File: src/hw/rtl/fpm_pkg.sv
// Shared types and constants for the fp32 multiplier
`default_nettype none
package fpm_pkg;
  localparam logic [2:0] RM_RNE = 3'd0;
  localparam logic [2:0] RM_RTZ = 3'd1;
  localparam logic [2:0] RM_RDN = 3'd2;
  localparam logic [2:0] RM_RUP = 3'd3;
  localparam logic [2:0] RM_RMM = 3'd4;
  localparam logic [31:0] QNAN_DEF = 32'hffc00000;
  localparam logic [31:0] INF_BITS = 32'h7f800000;
  localparam logic [31:0] MAX_FIN  = 32'h7f7fffff;
  localparam logic [31:0] QUIET_BIT = 32'h00400000;

  // classified operation handed from front to back
  typedef struct packed {
    logic        special;
    logic [31:0] special_res;
    logic        sign;
    logic [2:0]  rm;
    logic [23:0] ma;
    logic [23:0] mb;
    logic signed [10:0] exp_sum;
  } fpm_op_t;
endpackage
`default_nettype wire

File: src/hw/rtl/fp32_multiplier.sv
// Top level of the binary32 multiplier
// Usage:
//  Input queue side: drive a_operand_i, b_operand_i, rounding_mode_i and
//  push; a word is taken at a clock edge with push high and full low.
//  Result queue side: while empty is low, product_o holds the oldest
//  product; it is taken at an edge with pop high.
//  The front stage decodes operands and resolves NaN, infinity and zero;
//  the back end multiplies the 24-bit significands in one stage and
//  normalizes, rounds and packs in the next.
//  A word passes the front, multiply and result registers on its way out.
//  Throughput: one word per cycle while the result queue is popped or empty,
//  set by the single 24x24 multiplier stage. When pop stays low the
//  pipeline fills (up to three words) and then full rises; nothing is lost.
//  Reset (rst_ni low, asynchronous) empties all stages.
`default_nettype none
module fp32_multiplier (
  input  wire logic clk_i,
  input  wire logic rst_ni,
  input  wire logic push,
  output logic      full,
  input  wire logic [31:0] a_operand_i,
  input  wire logic [31:0] b_operand_i,
  input  wire logic [2:0]  rounding_mode_i,
  output logic      empty,
  input  wire logic pop,
  output logic [31:0] product_o
);
  logic fv, br;
  fpm_pkg::fpm_op_t op;

  fpm_front u_front (
    .clk_i, .rst_ni, .push_i(push), .full_o(full),
    .a_operand_i, .b_operand_i, .rounding_mode_i,
    .valid_o(fv), .ready_i(br), .op_o(op)
  );

  fpm_back u_back (
    .clk_i, .rst_ni, .valid_i(fv), .ready_o(br), .op_i(op),
    .empty_o(empty), .pop_i(pop), .product_o
  );
endmodule
`default_nettype wire

File: src/hw/rtl/fpm_front.sv
// Front end: decodes operands, resolves special cases, registers one word
`default_nettype none
module fpm_front (
  input  wire logic clk_i,
  input  wire logic rst_ni,
  input  wire logic push_i,
  output logic      full_o,
  input  wire logic [31:0] a_operand_i,
  input  wire logic [31:0] b_operand_i,
  input  wire logic [2:0]  rounding_mode_i,
  output logic      valid_o,
  input  wire logic ready_i,
  output fpm_pkg::fpm_op_t op_o
);
  logic valid_q, valid_d;
  fpm_pkg::fpm_op_t op_q, op_d;
  logic [7:0] ea, eb;
  logic [22:0] fa, fb;
  logic a_nan, b_nan, a_inf, b_inf, a_zero, b_zero, sgn;

  assign full_o = valid_q && !ready_i;
  assign valid_o = valid_q;
  assign op_o = op_q;

  // classification
  always_comb begin
    ea = a_operand_i[30:23];
    eb = b_operand_i[30:23];
    fa = a_operand_i[22:0];
    fb = b_operand_i[22:0];
    sgn = a_operand_i[31] ^ b_operand_i[31];
    a_nan = (ea == 8'hff) && (fa != '0);
    b_nan = (eb == 8'hff) && (fb != '0);
    a_inf = (ea == 8'hff) && (fa == '0);
    b_inf = (eb == 8'hff) && (fb == '0);
    a_zero = (ea == '0) && (fa == '0);
    b_zero = (eb == '0) && (fb == '0);
    op_d.sign = sgn;
    op_d.rm = rounding_mode_i;
    op_d.ma = {ea != '0, fa};
    op_d.mb = {eb != '0, fb};
    op_d.exp_sum = $signed({3'b0, (ea == '0) ? 8'd1 : ea})
                 + $signed({3'b0, (eb == '0) ? 8'd1 : eb}) - 11'sd127;
    op_d.special = 1'b1;
    if (a_nan)       op_d.special_res = a_operand_i | fpm_pkg::QUIET_BIT;
    else if (b_nan)  op_d.special_res = b_operand_i | fpm_pkg::QUIET_BIT;
    else if (a_inf || b_inf)
      op_d.special_res = (a_zero || b_zero) ? fpm_pkg::QNAN_DEF
                                            : (fpm_pkg::INF_BITS | {sgn, 31'b0});
    else if (a_zero || b_zero) op_d.special_res = {sgn, 31'b0};
    else begin
      op_d.special = 1'b0;
      op_d.special_res = '0;
    end
    valid_d = valid_q;
    if (ready_i) valid_d = 1'b0;
    if (push_i && !full_o) valid_d = 1'b1;
  end

  always_ff @(posedge clk_i or negedge rst_ni) begin
    if (!rst_ni) valid_q <= 1'b0;
    else valid_q <= valid_d;
  end

  always_ff @(posedge clk_i) begin
    if (push_i && !full_o) op_q <= op_d;
  end
endmodule
`default_nettype wire

File: src/hw/rtl/fpm_back.sv
// Back end: multiply stage, then normalize/round stage into an output register
`default_nettype none
module fpm_back (
  input  wire logic clk_i,
  input  wire logic rst_ni,
  input  wire logic valid_i,
  output logic      ready_o,
  input  fpm_pkg::fpm_op_t op_i,
  output logic      empty_o,
  input  wire logic pop_i,
  output logic [31:0] product_o
);
  // stage 1: multiply
  logic v1_q, v2_q, adv1, adv2;
  logic [47:0] p_q;
  logic special_q, sign_q;
  logic [31:0] sres_q;
  logic [2:0] rm_q;
  logic signed [10:0] esum_q;
  logic [31:0] res_q, res_d;

  assign adv2 = !v2_q || pop_i;
  assign adv1 = !v1_q || adv2;
  assign ready_o = adv1;
  assign empty_o = !v2_q;
  assign product_o = res_q;

  always_ff @(posedge clk_i or negedge rst_ni) begin
    if (!rst_ni) begin
      v1_q <= 1'b0;
      v2_q <= 1'b0;
    end else begin
      if (adv1) v1_q <= valid_i;
      if (adv2) v2_q <= v1_q;
    end
  end

  always_ff @(posedge clk_i) begin
    if (adv1 && valid_i) begin
      p_q <= op_i.ma * op_i.mb;
      special_q <= op_i.special;
      sres_q <= op_i.special_res;
      sign_q <= op_i.sign;
      rm_q <= op_i.rm;
      esum_q <= op_i.exp_sum;
    end
    if (adv2 && v1_q) res_q <= res_d;
  end

  // stage 2: normalize, round, pack
  logic [5:0] lzc;
  logic signed [11:0] ideal, rs, ex;
  logic [47:0] sh;
  logic lost, g, r, s, up, to_inf;
  logic [23:0] mant;
  logic [24:0] minc;
  always_comb begin
    lzc = 6'd47;
    for (int i = 0; i < 48; i++)
      if (p_q[i]) lzc = 6'(47 - i);
    ideal = 12'(esum_q) + 12'sd1 - $signed({6'b0, lzc});
    rs = 12'sd1 - 12'(esum_q);
    lost = 1'b0;
    sh = p_q;
    if (ideal >= 12'sd1) begin
      ex = ideal;
      if (lzc == '0) begin
        sh = p_q >> 1;
        lost = p_q[0];
      end else sh = p_q << (lzc - 6'd1);
    end else begin
      ex = '0;
      if (rs > 12'sd47) begin
        sh = '0;
        lost = p_q != '0;
      end else if (rs > 12'sd0) begin
        sh = p_q >> rs[5:0];
        lost = (p_q & ((48'd1 << rs[5:0]) - 48'd1)) != '0;
      end else if (rs < 12'sd0) sh = p_q << 6'(-rs);
    end
    mant = sh[46:23];
    g = sh[22];
    r = sh[21];
    s = (sh[20:0] != '0) || lost;
    case (rm_q)
      fpm_pkg::RM_RNE: up = g && (mant[0] || r || s);
      fpm_pkg::RM_RDN: up = sign_q && (g || r || s);
      fpm_pkg::RM_RUP: up = !sign_q && (g || r || s);
      fpm_pkg::RM_RMM: up = g;
      default:         up = 1'b0;
    endcase
    minc = {1'b0, mant} + 25'd1;
    if (up) begin
      if (minc[24]) begin
        mant = 24'h800000;
        ex = ex + 12'sd1;
      end else begin
        mant = minc[23:0];
        if (ex == '0 && mant[23]) ex = 12'sd1;
      end
    end
    case (rm_q)
      fpm_pkg::RM_RTZ: to_inf = 1'b0;
      fpm_pkg::RM_RDN: to_inf = sign_q;
      fpm_pkg::RM_RUP: to_inf = !sign_q;
      default:         to_inf = 1'b1;
    endcase
    if (special_q) res_d = sres_q;
    else if (ex >= 12'sd255)
      res_d = {sign_q, to_inf ? fpm_pkg::INF_BITS[30:0] : fpm_pkg::MAX_FIN[30:0]};
    else res_d = {sign_q, ex[7:0], mant[22:0]};
  end
endmodule
`default_nettype wire
File: config.mk
export PLATFORM = sky130hd
export DESIGN_NAME = fp32_multiplier
export DESIGN_NICKNAME = d
export VERILOG_FILES = /design/src/hw/rtl/fpm_pkg.sv /design/src/hw/rtl/fp32_multiplier.sv /design/src/hw/rtl/fpm_front.sv /design/src/hw/rtl/fpm_back.sv
export SDC_FILE = /design/constraint.sdc
export NUM_CORES = 2
export LEC_CHECK = 0
export BUFFER_PORTS_ARGS = -buffer_cell sky130_fd_sc_hd__buf_2
export CORE_MARGIN = 8
export CORE_UTILIZATION = 45
export CTS_CLUSTER_DIAMETER = 200
export DETAILED_ROUTE_END_ITERATION = 10
export SLEW_MARGIN = 20
export SYNTH_ARGS = -nofsm -noshare
export SYNTH_HDL_FRONTEND = slang
export SYNTH_SLANG_ARGS = --single-unit
File: constraint.sdc
create_clock -name clk_i -period 9.1 [get_ports clk_i]
set_input_delay 0.91 -clock clk_i [delete_from_list [all_inputs] [get_ports clk_i]]
set_output_delay 0.91 -clock clk_i [all_outputs]
set_load 0.01 [all_outputs]
* After elaboration in Yosys (flattened, before gate mapping)
Index checks and enable logic that the tools add are counted.
** Word-level totals
- Flip-flop bits (word level) :: 227
- Input port bits :: 71
- Output and inout port bits :: 34
** Cells by class
- Add/subtract/negate cells :: 10
- Multipliers :: 1
- Order comparisons :: 5
- Eq/ne operators :: 6
- Shift operators :: 4
- Muxes and demuxes :: 77
- Bitwise logic cells :: 2
- Reductions and logical operators :: 45
** Operator list (count)
- two-way mux 47 bit :: 5
- two-way mux 32 bit :: 6
- two-way mux 6 bit :: 32
- nonzero test 48 bit :: 2
- << shifter 48 x 6 -> 47 bit :: 2
- bitwise AND 48 bit :: 1
- multiplier 24 x 24 -> 48 bit :: 1
- two-way mux 12 bit :: 4
- << shifter 1 x 6 -> 48 bit (first input constant) :: 1
- right shift 48 x 6 -> 47 bit :: 1
- subtractor 48 x 1 -> 48 bit (second input constant) :: 1
- zero test 23 bit :: 2
- two-way mux 23 bit :: 2
- nonzero test 23 bit :: 2
- two-way mux 4 bit :: 8
- two-way mux 31 bit :: 1
- adder 24 x 1 -> 25 bit (second input constant) :: 1
- two-way mux 24 bit :: 1
- nonzero test 21 bit :: 1
- equality test 8 bit (second input constant) :: 2
- zero test 8 bit :: 2
- two-way mux 8 bit :: 2
- nonzero test 8 bit :: 2
- logical AND 1 bit :: 14
- 30 further kinds :: 54

* Longest topological paths before layout
- Word-level depth :: 60
- Gate-level depth with buffers :: 34
- Depth with buffers taken out :: 31

* By module
A second synthesis with hierarchy kept.
** Second synthesis, totals
- Cells, all modules :: 4962
- Area total of the unflattened synthesis :: 43015.0 sq um
** By module, submodules not included
- fpm_back :: times used 1, cells each 4716, area each 39090.0 sq um
- fpm_front :: times used 1, cells each 246, area each 3925.0 sq um

* Worst setup path after synthesis
Ideal clock, no wire load.
- Path kind :: flip-flop to flip-flop
- Start point :: register u_back.p_q[41]
- End point :: register u_back.res_q[1] (netlist: u_back.product_o[1]) (data pin)
- Setup time :: 0.258 ns
- Data arrival time :: 7.621 ns
- Data required time :: 8.842 ns
- Setup slack :: 1.221 ns
- Cell stages (with the launch flop) :: 32
- Clock period less this slack :: 7.879 ns
- Path through :: edfxtp_1 > buf_6 > or3_4 > a2111oi_4 > nand2_2 > o21ai_4 > inv_2 > buf_2 > buf_6 > buf_2 > ha_1 > ha_1 > fa_1 > a211o_1 > a211oi_1 > nor3_1 > o221a_2 > a41oi_1 > buf_2 > nand2_1 > nor2_1 > nand4_1 > nand3_1 > ha_1 > inv_1 > or4b_1 > nor3_4 > nand4_4 > mux2_2 > a21oi_1 > or4_1 > o221a_2
** Between the ends
- Longest elaborated chain between the ends :: 20
** RTL lines
- start, declared :: line fpm_back.sv:15 : logic [47:0] p_q;
- start signal, assigned :: line fpm_back.sv:40 : p_q <= op_i.ma * op_i.mb;
- parallel branches: the longest is 18 deep, another holds adder 24 x 1 -> 25 bit
- two-way mux 31 bit * :: line fpm_back.sv:109 : else if (ex >= 12'sd255)
- two-way mux 32 bit * :: line fpm_back.sv:108 : if (special_q) res_d = sres_q;
- named net u_back.res_d[1] :: line fpm_back.sv:20 : logic [31:0] res_q, res_d;
- end signal, assigned :: line fpm_back.sv:47 : if (adv2 && v1_q) res_q <= res_d;
- end, declared :: line fpm_back.sv:20
Mark *: on every way through the listed nets, which the timed path passes.
A chain may end at the register's enable or synchronous reset.

* Worst setup path after layout
- Start point :: register u_front.op_q (netlist bit u_front.op_o[11])
- End point :: register u_back.p_q[47] (data pin)
** Between the ends
- Longest elaborated chain between the ends :: 1
** RTL lines
- start, declared :: line fpm_front.sv:16 : fpm_pkg::fpm_op_t op_q, op_d;
- start signal, assigned :: line fpm_front.sv:66 : if (push_i && !full_o) op_q <= op_d;
- multiplier 24 x 24 -> 48 bit :: line fpm_back.sv:40
No other way between the ends.

==> impl_metrics.tcl <==
set metrics [dict create \
    drt_iter0_markers 4290 \
    cp_data_arrival_time_ns 8.65 \
    synth.avg_cell_area_um2 8.97 \
    ff2ff_setup_slack_ns 0.75 \
    cts.root.buffer_cell "sky130_fd_sc_hd__clkbuf_16" \
    holdCritPathClass "input port to async pin" \
    synthTopCellsByArea "sky130_fd_sc_hd__fa_1 (22%), sky130_fd_sc_hd__edfxtp_1 (16%), sky130_fd_sc_hd__mux4_2 (6.6%), sky130_fd_sc_hd__ha_1 (6.2%), sky130_fd_sc_hd__nand2_1 (5.7%)" \
    depth_of_the_worst_register_to_register_path 27 \
    outcome "finished, final reports clean" \
    drt_drc_violations_left 0 \
    total_negative_slack_for_setup_checks_ns 0 \
    setup_violating_endpoint_count_in_the_final_report 0 \
    first_pass_iters 8 \
    synth-edff-count 224 \
    crit-reg2reg-launch "u_front.op_o[11]" \
    fin_worst_skew_ns 0.0248 \
    grt_max_degree 92 \
    async_reset_ff_share_pct 1.32 \
    placement_rows 114 \
    clock_latency_ns 0.56 \
    wl_mm 168 \
    final_layout_size_suffix_gt1_share_pct 14.4 \
    max-cap-violations 0 \
    synth.top_cells.by_count "sky130_fd_sc_hd__nand2_1 (654), sky130_fd_sc_hd__inv_1 (552), sky130_fd_sc_hd__fa_1 (484)" \
    cell_repeated_most_along_the_worst_path "sky130_fd_sc_hd__fa_1" \
    post_synth_instance_area_mm2 0.0433 \
    synth_cell_type_count 123 \
    yosysSeqAreaShare_pct 15.7 \
    crit_path_max_incr_delay_ns 0.71 \
    clock_tree_from_tritoncts "done" \
    ys_warn_count 0 \
    place.detailed.hpwl_mm 128 \
    r2r-end "u_back.p_q[47]" \
    criticalPathCategory "flip-flop to flip-flop" \
    critPathSlowestCell "sky130_fd_sc_hd__edfxtp_1" \
    top_area_cell_type_share_of_the_netlist_area_pct 22.4 \
    crit_path_start_kind "flip-flop" \
    fp.dieArea_mm2 0.106 \
    cts.repair_timing.setup_buffer_count 0 \
    synth_area_leader_cell "sky130_fd_sc_hd__fa_1" \
    routedWlPerCell_um 27.7 \
    grt_remaining_overflow 0 \
    final_period_utilization_pct 91.8 \
    die_y_um 326 \
    grt_pass1_wl_mm 251 \
    number_of_cts_inserted_buffers 24 \
    endpoint_kind "flip-flop" \
    final_antenna_net_count 0 \
    grt_antenna_before_repair 2 \
    maxClockFrequency_ghz 0.120 \
    port_buffers 104 \
    htree_num_levels 1 \
    post_drt_via_cell_ratio 6.38 \
    crit_required_ns 9.40 \
    clk_transition_reported_paths_ns 0.06 \
    netlist_instances 4830 \
    start_util_pct 45.1 \
    grt_use_total_pct 30.6 \
    grt_pass1_vias 38300 \
    ffs_latches_synth 227 \
    post_cts.resized_instances 0 \
    core_box_area_mm2 0.0961 \
    synth-main-ff-cell "sky130_fd_sc_hd__edfxtp_1" \
    cts.sink_count 227 \
    post_synthesis_net_count 5601 \
    num_vias 38800 \
    routabilityCongestion 1.06 \
    synth_most_common_cell "sky130_fd_sc_hd__nand2_1" \
    clk_path_buf_depth 3 \
    hold_violations_final 0 \
    worst_pin_slew_ns 1.10 \
    worst_slew_margin_rel_pct 26.8 \
    die_w_um 326 \
    path_max_fanout 24 \
    unrepaired_setup_endpoints_after_global_routing "no" \
    post_cts_hold_buffer_count 0 \
    fin_nets 5558 \
    synthToLayoutAreaGrowth_pct 7.20 \
    post-route-min-period_ns 8.35 \
    pin_count 105 \
    slew_violations 0 \
]
## metal layers
| layer | up-vias | part of all wire [%] | wire [um] | track usage, % |
|---|---|---|---|---|
| met5 | - | 0 | 0 | 0 |
| met4 | 0 | 7.5 | 12600 | 18.0 |
| met3 | 595 | 10 | 16800 | 5.33 |
| met2 | 2385 | 44 | 73800 | 47.2 |
| met1 | 19200 | 39 | 65300 | 40.3 |
| li1 | 16600 | - | - | - |
## how the worst max path moves through the flow
| stage | slack [ns] | end | from |
|---|---|---|---|
| floorplan | 1.22 | u_back.product_o[1] | u_back.p_q[41] |
| global placement | 0.82 | u_back.p_q[47] | u_front.op_o[11] |
| detailed placement | 0.76 | u_back.p_q[47] | u_front.op_o[12] |
| CTS | 0.72 | u_back.p_q[47] | u_front.op_o[12] |
| global route | 0.38 | u_back.p_q[46] | u_front.op_o[40] |
| finish | 0.75 | u_back.p_q[47] | u_front.op_o[11] |
## sequential cells by signal (all words and copies together) (netlist names)
name,cells
u_back.sres_q,32
u_front.op_o,96
u_back.special_q,1
u_back.esum_q,11
u_back.p_q,48
u_back.rm_q,3
u_back.v2_q,1
u_back.v1_q,1
u_front.valid_o,1
u_back.sign_q,1
u_back.product_o,32
## cells in the final DEF, fill, tap and decap left out, drive strengths merged, types with 104 or more instances in the layout
cell type and n:
buf 335, nand2 668, fa 484, ha 216, nor3 104, o21ai 162
nor2 216, edfxtp 224, a21oi 179, nand3 110, inv 557, mux4 129
mux2i 141, and2 238
## layout make-up
type	instances	area [um^2]
tap	1276	1600
timing repair buffer	335	2320
sequential	227	6800
inverter	559	2100
multi-input combinational	3640	32800
clock inverter	19	241
clock buffer	24	601
fill	9316	49700
antenna	5	12.5
## critical path: cells and delay by family (launching register included)
kind	cells	cell delay (ns)
compound gates	14	2.81
xor+xnor	1	0.08
fa+ha+maj	8	3.90
buf+inv	2	0.10
flops	1	0.71
simple gates	2	0.49
## metrics by stage
step | worst slack (ns) | utilization (%) | instances | instance area, um^2 | hold WS (ns)
2_1_floorplan | 1.22 | - | 4830 | 43300 | 0.400
3_3_place_gp | 0.816 | 47.4 | 6037 | 45600 | 0.401
3_5_place_dp | 0.759 | 47.4 | 6037 | 45600 | 0.405
4_1_cts | 0.719 | 48.3 | 6080 | 46400 | 0.113
5_1_grt | 0.384 | 48.3 | 6081 | 46400 | 0.119
6_report | 0.750 | 48.3 | 6085 | 46500 | 0.136
## cells by family (layout without fill, tap and decap cells)
| family | count (synthesis) | in the layout | share of synthesized area [%] |
|---|---|---|---|
| buffers and inverters | 963 | 937 | 8.99 |
| and+or+nand+nor | 1605 | 1605 | 18.2 |
| muxes | 323 | 323 | 11.4 |
| adders and majority gates | 700 | 700 | 28.6 |
| xor gates and xnor gates | 121 | 121 | 2.46 |
| other | 0 | 5 | 0 |
| DFF | 227 | 227 | 15.7 |
| AOI/OAI and AO/OA | 891 | 891 | 14.7 |
Power is left out: the tool's default activity adds up to more than one toggle a clock period on the data nets, which glitch-free logic cannot reach.
